File: config.mk
export PLATFORM = sky130hd
export DESIGN_NAME = sprite_anim_frame_select
export DESIGN_NICKNAME = d
export VERILOG_FILES = /design/src/sv/saf_pkg.sv /design/src/sv/saf_divider.sv /design/src/sv/saf_table.sv /design/src/sv/sprite_anim_frame_select.sv
export SDC_FILE = /design/constraint.sdc
export NUM_CORES = 2
export LEC_CHECK = 0
export BUFFER_PORTS_ARGS = -buffer_cell sky130_fd_sc_hd__buf_4
export CORE_UTILIZATION = 60
export DETAILED_ROUTE_END_ITERATION = 7
export GPL_ROUTABILITY_DRIVEN = 1
export GPL_TIMING_DRIVEN = 0
export PLACE_DENSITY = 0.84
export SETUP_SLACK_MARGIN = 0.5
export SLEW_MARGIN = 20
export SYNTH_ARGS = -nofsm -noshare
export SYNTH_HDL_FRONTEND = slang
export SYNTH_SLANG_ARGS = --single-unit
File: constraint.sdc
create_clock -name clk -period 7 [get_ports clk]
set_input_delay 0.7 -clock clk [delete_from_list [all_inputs] [get_ports clk]]
set_output_delay 0.7 -clock clk [all_outputs]
set_load 0.005 [all_outputs]
File: src/sv/saf_pkg.sv
`timescale 1ns / 1ps

package saf_pkg;

  // default sizes
  localparam int MAX_FRAMES_DEF = 64;
  localparam int TIME_BITS_DEF  = 32;

  // field widths
  localparam int FUNC_W   = 1;
  localparam int SLOT_W   = 6;
  localparam int VALUE_W  = 16;
  localparam int TIME_W   = 32;
  localparam int COUNT_W  = 7;
  localparam int MODE_W   = 2;
  localparam int DUR_W    = 32;
  localparam int POS_W    = 7;
  localparam int PERIOD_W = 8;
  localparam int IDX_W    = 2;

  // word layouts
  localparam int IN_DATA_W  = 56;
  localparam int OUT_DATA_W = 24;
  localparam int SLOT_LSB   = 0;
  localparam int VALUE_LSB  = SLOT_LSB + SLOT_W;
  localparam int TIME_LSB   = VALUE_LSB + VALUE_W;

  // register indexes
  localparam logic [IDX_W-1:0] REG_FRAME_COUNT = 2'd0;
  localparam logic [IDX_W-1:0] REG_PLAY_MODE   = 2'd1;
  localparam logic [IDX_W-1:0] REG_DURATION    = 2'd2;

  // register reset values
  localparam logic [COUNT_W-1:0] FRAME_COUNT_RST = 7'd1;
  localparam logic [DUR_W-1:0]   DURATION_RST    = 32'd1000000;

  // play modes
  localparam logic [MODE_W-1:0] MODE_ONCE     = 2'd0;
  localparam logic [MODE_W-1:0] MODE_LOOP     = 2'd1;
  localparam logic [MODE_W-1:0] MODE_PINGPONG = 2'd2;
  localparam logic [MODE_W-1:0] MODE_ZERO     = 2'd3;

  // item kinds
  localparam logic [FUNC_W-1:0] FUNC_WRITE = 1'b0;
  localparam logic [FUNC_W-1:0] FUNC_QUERY = 1'b1;

  // divider status
  typedef struct packed {
    logic busy;
    logic done;
  } div_stat_t;

endpackage

File: src/sv/saf_divider.sv
`timescale 1ns / 1ps

module saf_divider
  import saf_pkg::*;
#(
  parameter int W   = 40,
  parameter int DVW = 32
) (
  input  logic           clk,
  input  logic           rst_n,
  input  logic           start,
  input  logic [W-1:0]   dividend,
  input  logic [DVW-1:0] divisor,
  output logic [W-1:0]   quotient,
  output logic [DVW-1:0] remainder,
  output div_stat_t      stat
);

  localparam int CW = $clog2(W);

  logic [W-1:0]   dvd_r;
  logic [DVW-1:0] dvs_r;
  logic [DVW-1:0] rem_r;
  logic [CW-1:0]  cnt_r;
  logic           busy_r;
  logic           done_r;

  logic [DVW:0]   shifted;
  logic [DVW:0]   diff;
  logic           fits;
  logic [DVW-1:0] rem_step;

  // one restoring step per cycle, quotient bits shift into the dividend register
  always_comb begin
    shifted  = {rem_r, dvd_r[W-1]};
    fits     = (shifted >= {1'b0, dvs_r});
    diff     = shifted - {1'b0, dvs_r};
    rem_step = fits ? diff[DVW-1:0] : shifted[DVW-1:0];
  end

  always_ff @(posedge clk) begin
    if (!rst_n) begin
      busy_r <= 1'b0;
      done_r <= 1'b0;
      cnt_r  <= '0;
    end else begin
      done_r <= 1'b0;
      if (start) begin
        busy_r <= 1'b1;
        cnt_r  <= '0;
      end else if (busy_r) begin
        cnt_r <= cnt_r + CW'(1);
        if (cnt_r == CW'(W - 1)) begin
          busy_r <= 1'b0;
          done_r <= 1'b1;
        end
      end
    end
    if (start) begin
      dvd_r <= dividend;
      dvs_r <= divisor;
      rem_r <= '0;
    end else if (busy_r) begin
      dvd_r <= {dvd_r[W-2:0], fits};
      rem_r <= rem_step;
    end
  end

  assign quotient  = dvd_r;
  assign remainder = rem_r;
  assign stat.busy = busy_r;
  assign stat.done = done_r;

endmodule

File: src/sv/saf_table.sv
`timescale 1ns / 1ps

module saf_table
  import saf_pkg::*;
#(
  parameter int DEPTH = MAX_FRAMES_DEF
) (
  input  logic                     clk,
  input  logic                     we,
  input  logic [$clog2(DEPTH)-1:0] waddr,
  input  logic [VALUE_W-1:0]       wdata,
  input  logic [$clog2(DEPTH)-1:0] raddr,
  output logic [VALUE_W-1:0]       rdata
);

  logic [VALUE_W-1:0] mem [DEPTH];
  logic [VALUE_W-1:0] rdata_r;

  always_ff @(posedge clk) begin
    if (we) begin
      mem[waddr] <= wdata;
    end
    rdata_r <= mem[raddr];
  end

  assign rdata = rdata_r;

endmodule

File: src/sv/sprite_anim_frame_select.sv
`timescale 1ns / 1ps

// channel | direction | word contents
// in_     | slave     | tuser: func; tdata: entry_slot, entry_value, time_ticks
// out_    | master    | tdata: sprite_index, frame_position
// cfg_    | write     | cfg_index selects frame_count, play_mode or duration_ticks
//
// a table write does not leave the idle state, so the input stays ready
// a query runs through one shared bit-serial divider, one quotient bit a cycle over
// PW = min(TIME_BITS,32)+8 bits: once mode divides once (product over duration),
// loop and ping-pong divide again for the index mod period, sprite-zero mode skips it
// the finished result sits in the output register, so the next item can enter
// while it waits on out_tready; reset is synchronous and clears control and configuration only

module sprite_anim_frame_select
  import saf_pkg::*;
#(
  parameter int MAX_FRAMES = MAX_FRAMES_DEF,
  parameter int TIME_BITS  = TIME_BITS_DEF
) (
  input  logic                  clk,
  input  logic                  rst_n,
  // input words
  input  logic                  in_tvalid,
  output logic                  in_tready,
  input  logic [IN_DATA_W-1:0]  in_tdata,   // entry_slot[5:0], entry_value[21:6], time_ticks[53:22]
  input  logic [FUNC_W-1:0]     in_tuser,   // func
  // result words
  output logic                  out_tvalid,
  input  logic                  out_tready,
  output logic [OUT_DATA_W-1:0] out_tdata,  // sprite_index[15:0], frame_position[22:16]
  // configuration writes
  input  logic                  cfg_we,
  input  logic [IDX_W-1:0]      cfg_index,
  input  logic [DUR_W-1:0]      cfg_wdata
);

  // effective time width: the field carries 32 bits at most
  localparam int TB = (TIME_BITS < TIME_W) ? TIME_BITS : TIME_W;
  // product of time and period, also the divider width
  localparam int PW = TB + PERIOD_W;
  localparam int AW = $clog2(MAX_FRAMES);

  typedef enum logic [2:0] {
    S_IDLE,
    S_MUL,
    S_QUO,
    S_MOD,
    S_READ,
    S_HOLD
  } state_t;

  state_t state_r, state_nxt;

  // configuration registers
  logic [COUNT_W-1:0] frame_count_r;
  logic [MODE_W-1:0]  play_mode_r;
  logic [DUR_W-1:0]   duration_r;

  // per-query context
  logic [MODE_W-1:0]   mode_r, mode_nxt;
  logic [COUNT_W-1:0]  n_r, n_nxt;
  logic [PERIOD_W-1:0] per_r, per_nxt;
  logic [DUR_W-1:0]    dur_r, dur_nxt;
  logic [PW-1:0]       prod_r, prod_nxt;
  logic [POS_W-1:0]    pos_r, pos_nxt;
  logic                zero_r, zero_nxt;

  // output register
  logic                out_valid_r, out_valid_nxt;
  logic [VALUE_W-1:0]  out_sprite_r, out_sprite_nxt;
  logic [POS_W-1:0]    out_pos_r, out_pos_nxt;

  // input word fields
  logic                in_acc;
  logic [FUNC_W-1:0]   in_func;
  logic [SLOT_W-1:0]   in_slot;
  logic [VALUE_W-1:0]  in_value;
  logic [TB-1:0]       in_time;

  // effective settings at accept time
  logic [COUNT_W-1:0]  n_eff;
  logic [PERIOD_W-1:0] per_eff;
  logic [DUR_W-1:0]    dur_eff;

  // divider hookup
  logic                div_start;
  logic [PW-1:0]       div_dvd;
  logic [DUR_W-1:0]    div_dvs;
  logic [PW-1:0]       div_quo;
  logic [DUR_W-1:0]    div_rem;
  div_stat_t           div_stat;

  // table hookup
  logic                tbl_we;
  logic [AW-1:0]       tbl_raddr;
  logic [VALUE_W-1:0]  tbl_rdata;

  logic [PERIOD_W-1:0] rem8;

  assign in_tready = (state_r == S_IDLE);
  assign in_acc    = in_tvalid & in_tready;
  assign in_func   = in_tuser;
  assign in_slot   = in_tdata[SLOT_LSB +: SLOT_W];
  assign in_value  = in_tdata[VALUE_LSB +: VALUE_W];
  assign in_time   = in_tdata[TIME_LSB +: TB];

  // zero count and zero duration act as one; loop and once use the count as period
  assign n_eff   = (frame_count_r == '0) ? COUNT_W'(1) : frame_count_r;
  assign per_eff = (play_mode_r == MODE_PINGPONG) ? ({n_eff, 1'b0} - PERIOD_W'(1))
                                                  : {1'b0, n_eff};
  assign dur_eff = (duration_r == '0) ? DUR_W'(1) : duration_r;

  // writes past the table are dropped
  assign tbl_we = in_acc && (in_func == FUNC_WRITE) && (32'(in_slot) < MAX_FRAMES);

  // table read saturates at the last entry
  assign tbl_raddr = (32'(pos_r) > MAX_FRAMES - 1) ? AW'(MAX_FRAMES - 1) : AW'(pos_r);

  assign rem8 = div_rem[PERIOD_W-1:0];

  always_comb begin
    state_nxt      = state_r;
    mode_nxt       = mode_r;
    n_nxt          = n_r;
    per_nxt        = per_r;
    dur_nxt        = dur_r;
    prod_nxt       = prod_r;
    pos_nxt        = pos_r;
    zero_nxt       = zero_r;
    out_valid_nxt  = out_valid_r;
    out_sprite_nxt = out_sprite_r;
    out_pos_nxt    = out_pos_r;
    div_start      = 1'b0;
    div_dvd        = prod_r;
    div_dvs        = dur_r;

    if (out_valid_r && out_tready) begin
      out_valid_nxt = 1'b0;
    end

    unique case (state_r)
      S_IDLE: begin
        if (in_acc && (in_func == FUNC_QUERY)) begin
          mode_nxt = play_mode_r;
          n_nxt    = n_eff;
          per_nxt  = per_eff;
          dur_nxt  = dur_eff;
          prod_nxt = PW'(in_time) * PW'(per_eff);
          if (play_mode_r == MODE_ZERO) begin
            zero_nxt  = 1'b1;
            pos_nxt   = '0;
            state_nxt = S_HOLD;
          end else begin
            zero_nxt  = 1'b0;
            state_nxt = S_MUL;
          end
        end
      end
      S_MUL: begin
        // frame index: product over duration
        div_start = 1'b1;
        div_dvd   = prod_r;
        div_dvs   = dur_r;
        state_nxt = S_QUO;
      end
      S_QUO: begin
        if (div_stat.done) begin
          if (mode_r == MODE_ONCE) begin
            pos_nxt   = (div_quo > PW'(n_r - COUNT_W'(1))) ? (n_r - COUNT_W'(1))
                                                           : div_quo[POS_W-1:0];
            state_nxt = S_READ;
          end else begin
            // wrap: reuse the divider for index mod period
            div_start = 1'b1;
            div_dvd   = div_quo;
            div_dvs   = DUR_W'(per_r);
            state_nxt = S_MOD;
          end
        end
      end
      S_MOD: begin
        if (div_stat.done) begin
          if ((mode_r == MODE_PINGPONG) && (rem8 > {1'b0, n_r - COUNT_W'(1)})) begin
            pos_nxt = POS_W'(per_r - rem8);
          end else begin
            pos_nxt = rem8[POS_W-1:0];
          end
          state_nxt = S_READ;
        end
      end
      S_READ: begin
        state_nxt = S_HOLD;
      end
      S_HOLD: begin
        if (!out_valid_r || out_tready) begin
          out_valid_nxt  = 1'b1;
          out_sprite_nxt = zero_r ? '0 : tbl_rdata;
          out_pos_nxt    = pos_r;
          state_nxt      = S_IDLE;
        end
      end
      default: begin
        state_nxt = S_IDLE;
      end
    endcase
  end

  always_ff @(posedge clk) begin
    if (!rst_n) begin
      state_r       <= S_IDLE;
      out_valid_r   <= 1'b0;
      frame_count_r <= FRAME_COUNT_RST;
      play_mode_r   <= MODE_ONCE;
      duration_r    <= DURATION_RST;
    end else begin
      state_r     <= state_nxt;
      out_valid_r <= out_valid_nxt;
      if (cfg_we) begin
        unique case (cfg_index)
          REG_FRAME_COUNT: frame_count_r <= cfg_wdata[COUNT_W-1:0];
          REG_PLAY_MODE:   play_mode_r   <= cfg_wdata[MODE_W-1:0];
          REG_DURATION:    duration_r    <= cfg_wdata[DUR_W-1:0];
          default: begin
          end
        endcase
      end
    end
    mode_r       <= mode_nxt;
    n_r          <= n_nxt;
    per_r        <= per_nxt;
    dur_r        <= dur_nxt;
    prod_r       <= prod_nxt;
    pos_r        <= pos_nxt;
    zero_r       <= zero_nxt;
    out_sprite_r <= out_sprite_nxt;
    out_pos_r    <= out_pos_nxt;
  end

  saf_divider #(
    .W   (PW),
    .DVW (DUR_W)
  ) u_div (
    .clk       (clk),
    .rst_n     (rst_n),
    .start     (div_start),
    .dividend  (div_dvd),
    .divisor   (div_dvs),
    .quotient  (div_quo),
    .remainder (div_rem),
    .stat      (div_stat)
  );

  saf_table #(
    .DEPTH (MAX_FRAMES)
  ) u_table (
    .clk   (clk),
    .we    (tbl_we),
    .waddr (AW'(in_slot)),
    .wdata (in_value),
    .raddr (tbl_raddr),
    .rdata (tbl_rdata)
  );

  assign out_tvalid = out_valid_r;
  assign out_tdata  = {1'b0, out_pos_r, out_sprite_r};

endmodule

=== Word-level counts from Yosys, hierarchy flattened ===
Memory sizes are Yosys's and may differ from the RTL's. A register that Yosys moved wholly into a read port is not among the register bits.
Cells that the tools add are included.

* Add/subtract/negate cells: 6
* Multipliers: 1
* $lt $le $gt $ge: 4
* Equality and inequality tests: 18
* Muxes and demuxes: 40
* Bitwise operators: 4
* Reduce and logical (&&, ||, !) cells: 23

{| class="wikitable"
|+ Operators with widths
! cell !! count
|-
| $mux 40 || 5
|-
| $mux 32 || 4
|-
| $mux 7 || 8
|-
| $gt 40x40->1 || 1
|-
| $mul 32x8->40 || 1
|-
| $ge 33x32->1 || 1
|-
| $logic_not 32->1 || 1
|-
| $sub 32x32->32 || 1
|-
| $pmux 7 s3 || 1
|-
| $mux 3 || 6
|-
| $pmux 3 s6 || 1
|-
| $mux 1 || 12
|-
| $reduce_and 2->1 || 6
|-
| $eq 2x2->1 const B || 4
|-
| $gt 8x7->1 || 1
|-
| $mux 8 || 1
|-
| $ne 2x1->1 const B || 4
|-
| $sub 7x1->8 const B || 1
|-
| $sub 8x1->8 const B || 1
|-
| $gt 7x6->1 const B || 1
|-
| $logic_not 7->1 || 1
|-
| $sub 7x1->7 const B || 1
|-
| $sub 7x7->7 || 1
|-
| $add 6x1->6 const B || 1
|-
| other kinds (22) || 31
|}

* Register bits: 277
* Bits in writable memories: 1,024
* Input port bits: 96
* Output and inout bits: 26
* Logic and storage cells: 117
* Memories: 1

{| class="wikitable"
|+ Memories
! memory !! depth !! bits a word !! read ports !! clocked after memory_dff !! write ports !! line !! source
|-
| u_table.mem || 64 || 16 || 1 || 1 || 1 || saf_table.sv:16 || <nowiki>logic [VALUE_W-1:0] mem [DEPTH];</nowiki>
|}

=== Longest topological paths before layout ===
* Depth in word-level cells: 6
* Mapped depth: 28
* Gate-level depth less buffers: 26

=== By module ===
A second synthesis with hierarchy kept.

* Cell total of the unflattened synthesis: 4,059
* Area, all modules: 62,253.5 µm²

{| class="wikitable"
|+ By module, submodules not included
! module !! instances !! cells an instance !! area an instance (µm²) !! seq. area each (µm²)
|-
| saf_table || 1 || 1,829 || 40,042.2 || 31,069.8
|-
| sprite_anim_frame_select || 1 || 1,615 || 15,985.3 || 4,504.3
|-
| saf_divider || 1 || 615 || 6,226.0 || 2,962.8
|}

=== Least setup slack after synthesis ===
Ideal clock, no wire load.

* Path kind: reg-to-reg
* From: register frame_count_r[2]
* To: register prod_r[37], data pin
* Setup time: 0.269 ns
* Data arrival time: 5.961 ns
* Data required time: 6.731 ns
* Setup slack: 0.770 ns
* Stages on the path, launching flop included: 28
* Buffers on the path: 2
* Period minus slack after synthesis: 6.230 ns
* Cells stage by stage: dfxtp_1 > clkbuf_1 > nor4_1 > a21oi_1 > ha_1 > xnor2_1 > nor2_1 > a21oi_1 > clkbuf_1 > nor2b_1 > fa_1 > inv_1 > fa_1 > inv_1 > fa_1 > inv_1 > fa_1 > inv_1 > ha_1 > o21a_1 > o31a_1 > nor3_1 > o31a_1 > o31ai_1 > a21o_1 > a21oi_1 > o31ai_1 > xor2_1

* Longest elaborated chain between the ends: 5

{| class="wikitable"
|+ Ends and longest elaborated chain
! what !! line !! source
|-
| from (decl) || sprite_anim_frame_select.sv:56 || <nowiki>logic [COUNT_W-1:0] frame_count_r;</nowiki>
|-
| from (signal assigned) || sprite_anim_frame_select.sv:221 || <nowiki>REG_FRAME_COUNT: frame_count_r <= cfg_wdata[COUNT_W-1:0];</nowiki>
|-
| $logic_not 7->1 || sprite_anim_frame_select.sv:109 || <nowiki>assign n_eff = (frame_count_r == '0) ? COUNT_W'(1) : frame_count_r;</nowiki>
|-
| $mux 7 (*) || sprite_anim_frame_select.sv:109 ||
|-
| $sub 8x1->8 || sprite_anim_frame_select.sv:110 || <nowiki>assign per_eff = (play_mode_r == MODE_PINGPONG) ? ({n_eff, 1'b0} - PERIOD_W'(1))</nowiki>
|-
| $mux 8 (*) || sprite_anim_frame_select.sv:110 ||
|-
| $mul 32x8->40 (*) || sprite_anim_frame_select.sv:149 || <nowiki>prod_nxt = PW'(in_time) * PW'(per_eff);</nowiki>
|-
| to (signal assigned) || sprite_anim_frame_select.sv:233 || <nowiki>prod_r <= prod_nxt;</nowiki>
|-
| to (decl) || sprite_anim_frame_select.sv:65 || <nowiki>logic [PW-1:0] prod_r, prod_nxt;</nowiki>
|}

Mark *: on every way between the ends. The rest lies on a longest branch, timed or not.
A chain may end at the register's enable or synchronous reset.

=== Worst setup path in the final report ===
* From: register frame_count_r[4]
* To: register prod_r[35], data pin

Same word-level chain as after synthesis.

==> flow_summary.ini <==
[status]
status = finished with violations
failed_checks = DRC

[floorplanning]
start_util_pct = 60.9
die_w_um = 324
core_um2 = 102000
pin_count = 122
die-area_um2 = 105000
rows = 117
die_h_um = 324

[critical_path]
cp.arrival_ps = 6760
cp_max_fo = 10
cp.required_ps = 7450
startpoint = frame_count_r[4]
r2r_slack_ps = 690
critPathLaunchType = register
r2r_cells = 24
critPathCaptureType = register
worstReg2RegStart = frame_count_r[4]
worstSetupPathType = register to register
r2r_end = prod_r[35]

[yosys]
ys_types = 78
synth-edff-count = 1216
ys_seq_area_share_pct = 61.8
ys_warn_count = 0
netlist_instances = 4382
synth.avg_cell_area_um2 = 14.2
syn_area_um2 = 62400
synthFlopType = edfxtp_1
syn_nets = 4808
ys_seq_elements = 1317
synth-async-reset-ratio_pct = 0

[grt]
grt_use_total_pct = 32.8
grt_pass1_wl_um = 256000
grt_max_degree = 65
grt_pass1_vias = 40700
antenna_found_initial = 4
overflow = 0

[sta]
finalClockSkew_ps = 39.3
hold_violations = 0
final_max_slew_viol_count = 0
tightest_slew_ps = 1210
fmax_ghz = 0.158
slew_headroom_pct = 17.1
setup_viol = 0
finalCriticalPeriod_ps = 6310
rsz0062_at_grt = no
hold_ws_ps = 213
fin_crit_sh_pct = 90.2
setup_tns_ps = 0

[placed_design]
port-buffer-count = 114
place_area_um2 = 65600
gp_congestion = 0.936
place.detailed.hpwl_um = 107000

[flow_run]
cap_violations = 0

[cells_and_area]
final_nets = 5091
syn_to_final_growth_pct = 12.2
fin_area_um2 = 70000
drive_gt1_share_pct = 16.5

[power]
power_density_nw_per_um2 = 294
ir_worst_vdd_mv = 0.263
p_int_mw = 14.4
switching_power_mw = 6.12
pwr-share-comb_pct = 22.1
p_seq_share_pct = 46.0
pwr-share-clk_pct = 31.9
switching_share_pct = 29.8
power_leakage_nw = 24.8

[clock_tree]
path_clk_slew_ps = 60
cts_buffers = 117
cts_buffer_depth = 3
hold_buffers = 0
h-tree-depth = 3
cts.sinks = 1317
root_buffer = clkbuf_16
worstSkewPairLatency_ps = 740
cts_tree = done

[hold_path]
hold_end = duration_r[9]
min_path_cells = 3
holdCritPathClass = input port to register
hp-start = cfg_wdata[9]

[route]
vias_per_cell = 6.67
remaining_drc_errors = 16
ant_nets = 0
drt_iter0_markers = 5827
drtPass1Iterations = 8
vias = 40900
routedWlPerCell_um = 28.5
wirelength_um = 175000
[routing by layer]
| metal | GRT usage (%) | share of wire (%) | up-vias |
|---|---|---|---|
| li1 | - | - | 16800 |
| met1 | 43.0 | 35 | 20200 |
| met2 | 51.6 | 46 | 3238 |
| met3 | 7.55 | 13 | 677 |
| met4 | 17.1 | 5.9 | 4 |
| met5 | 0 | 0.016 | - |
[flip-flops by register name (all words and copies together) (netlist names), 2 cells and up]
register         count
pos_r                7
dur_r               32
per_r                8
out_sprite_r        16
u_div.cnt_r          6
u_table.mem       1024
prod_r              40
frame_count_r        7
n_r                  7
state_r              3
u_div.remainder     32
u_div.dvs_r         32
play_mode_r          2
u_table.rdata       16
mode_r               2
out_pos_r            7
u_div.quotient      40
duration_r          32
[worst max path at each step]
| stage | to | slack (ps) |
|---|---|---|
| after floorplan | prod_r[37] | 770 |
| after global placement | prod_r[37] | -1210 |
| after detailed placement | prod_r[37] | -860 |
| after CTS | prod_r[39] | 510 |
| after global routing | prod_r[35] | 480 |
| final | prod_r[35] | 690 |
[power groups by stage]
stage	Sequential, mW	Combinational [mW]	Clock (mW)
after floorplan	9.50	3.02	0
after global placement	9.61	4.04	0
after detailed placement	9.60	4.27	0
after CTS	9.44	4.40	6.53
after global routing	9.48	4.88	6.82
final	9.46	4.55	6.56
[Yosys cell counts (all sizes together) (45+ instances only)]
library cell | n | share of area [%]
edfxtp | 1216 | 59
nand2 | 460 | 2.8
a21oi | 276 | 2.2
clkbuf | 217 | 1.3
inv | 196 | 1.2
mux4 | 192 | 6.9
fa | 182 | 5.8
nor2 | 165 | 0.99
ha | 148 | 3.0
o21ai | 137 | 1.1
and2 | 132 | 1.3
nor2b | 127 | 1.3
a21o | 102 | 1.2
dfxtp | 101 | 3.2
nand2b | 76 | 0.76
mux2 | 74 | 1.3
xnor2 | 47 | 0.66
o21a | 45 | 0.54
[placed cells by master, fill, tap and decap left out, types with 20 or more instances in the layout]
| cell | Yosys | routed |
|---|---|---|
| buf_2 | 24 | 26 |
| nor2_2 | 0 | 66 |
| nor3_1 | 32 | 31 |
| and2_1 | 132 | 132 |
| nand2b_1 | 76 | 76 |
| xnor2_1 | 47 | 46 |
| ha_1 | 148 | 143 |
| a21oi_1 | 273 | 265 |
| o221ai_1 | 33 | 33 |
| a2111oi_0 | 35 | 20 |
| clkinv_2 | 0 | 24 |
| clkbuf_1 | 217 | 225 |
| edfxtp_1 | 1216 | 1216 |
| dfxtp_1 | 101 | 97 |
| a31oi_1 | 28 | 27 |
| o21a_1 | 45 | 45 |
| buf_6 | 3 | 21 |
| mux2_2 | 72 | 72 |
| fa_1 | 182 | 182 |
| mux4_2 | 192 | 192 |
| xor2_1 | 27 | 26 |
| inv_1 | 195 | 195 |
| a21o_1 | 102 | 102 |
| buf_4 | 2 | 135 |
| nand3_1 | 35 | 35 |
| clkbuf_16 | 0 | 121 |
| a21boi_0 | 30 | 30 |
| nand2_1 | 460 | 460 |
| nand4_1 | 28 | 28 |
| mux2i_1 | 31 | 31 |
| nor2b_1 | 127 | 122 |
| nor2_1 | 165 | 97 |
| o21ai_0 | 133 | 128 |
[critical path, cell delays in order, from the launching register on]
cell and delay [ps]:
dfxtp_4 390, nor4_4 270, a21oi_2 120, ha_2 210
xnor2_2 140, nor2_2 180, a21oi_4 60, buf_4 170
buf_4 200, nor2b_1 170, fa_1 470, fa_1 590
fa_1 440, fa_1 460, ha_1 370, nand2_1 190
nor3_1 340, o31ai_4 160, a21oi_2 160, o211ai_1 170
a31oi_2 280, buf_4 140, a21o_1 150, a21oi_2 70
xnor2_1 130
[cell type report]
type	count	area (um2)
antenna	1	2.50
buffer	260	1150
clock buffer	155	3190
clock inverter	65	668
fill	6364	32500
inverter	196	736
multi-input combinational	2609	22500
sequential	1317	38500
tap	1368	1710
timing repair buffer	164	1450
[metrics by stage]
stage / setup slack, ps / utilization, % / cells / power (mW)
floorplan: 770 / - / 4382 / 12.5
global placement: -1210 / 63.4 / 5864 / 13.7
detailed placement: -859 / 64.0 / 5896 / 13.9
CTS: 508 / 68.0 / 6126 / 20.4
global route: 476 / 68.3 / 6135 / 21.2
finish: 689 / 68.3 / 6135 / 20.6
[logic make-up after synthesis]
kind of cell,synth area share (%)
flops,61.8
simple gates,8.72
fa+ha+maj,8.81
mux,8.78
other cells,0.00601
compound gates,8.01
buf+inv,2.84
xor+xnor,1.04
[timing repair]
action | 4_1_cts | 5_1_grt
setup endpoints to repair | 31 | 16
resized for setup | 62 | 54
pin swaps | 6 | 12
endpoints found under the hold margin | 0 | 0
buffers inserted | 10 | 8
No activity file was read; power rests on OpenSTA's default activity.
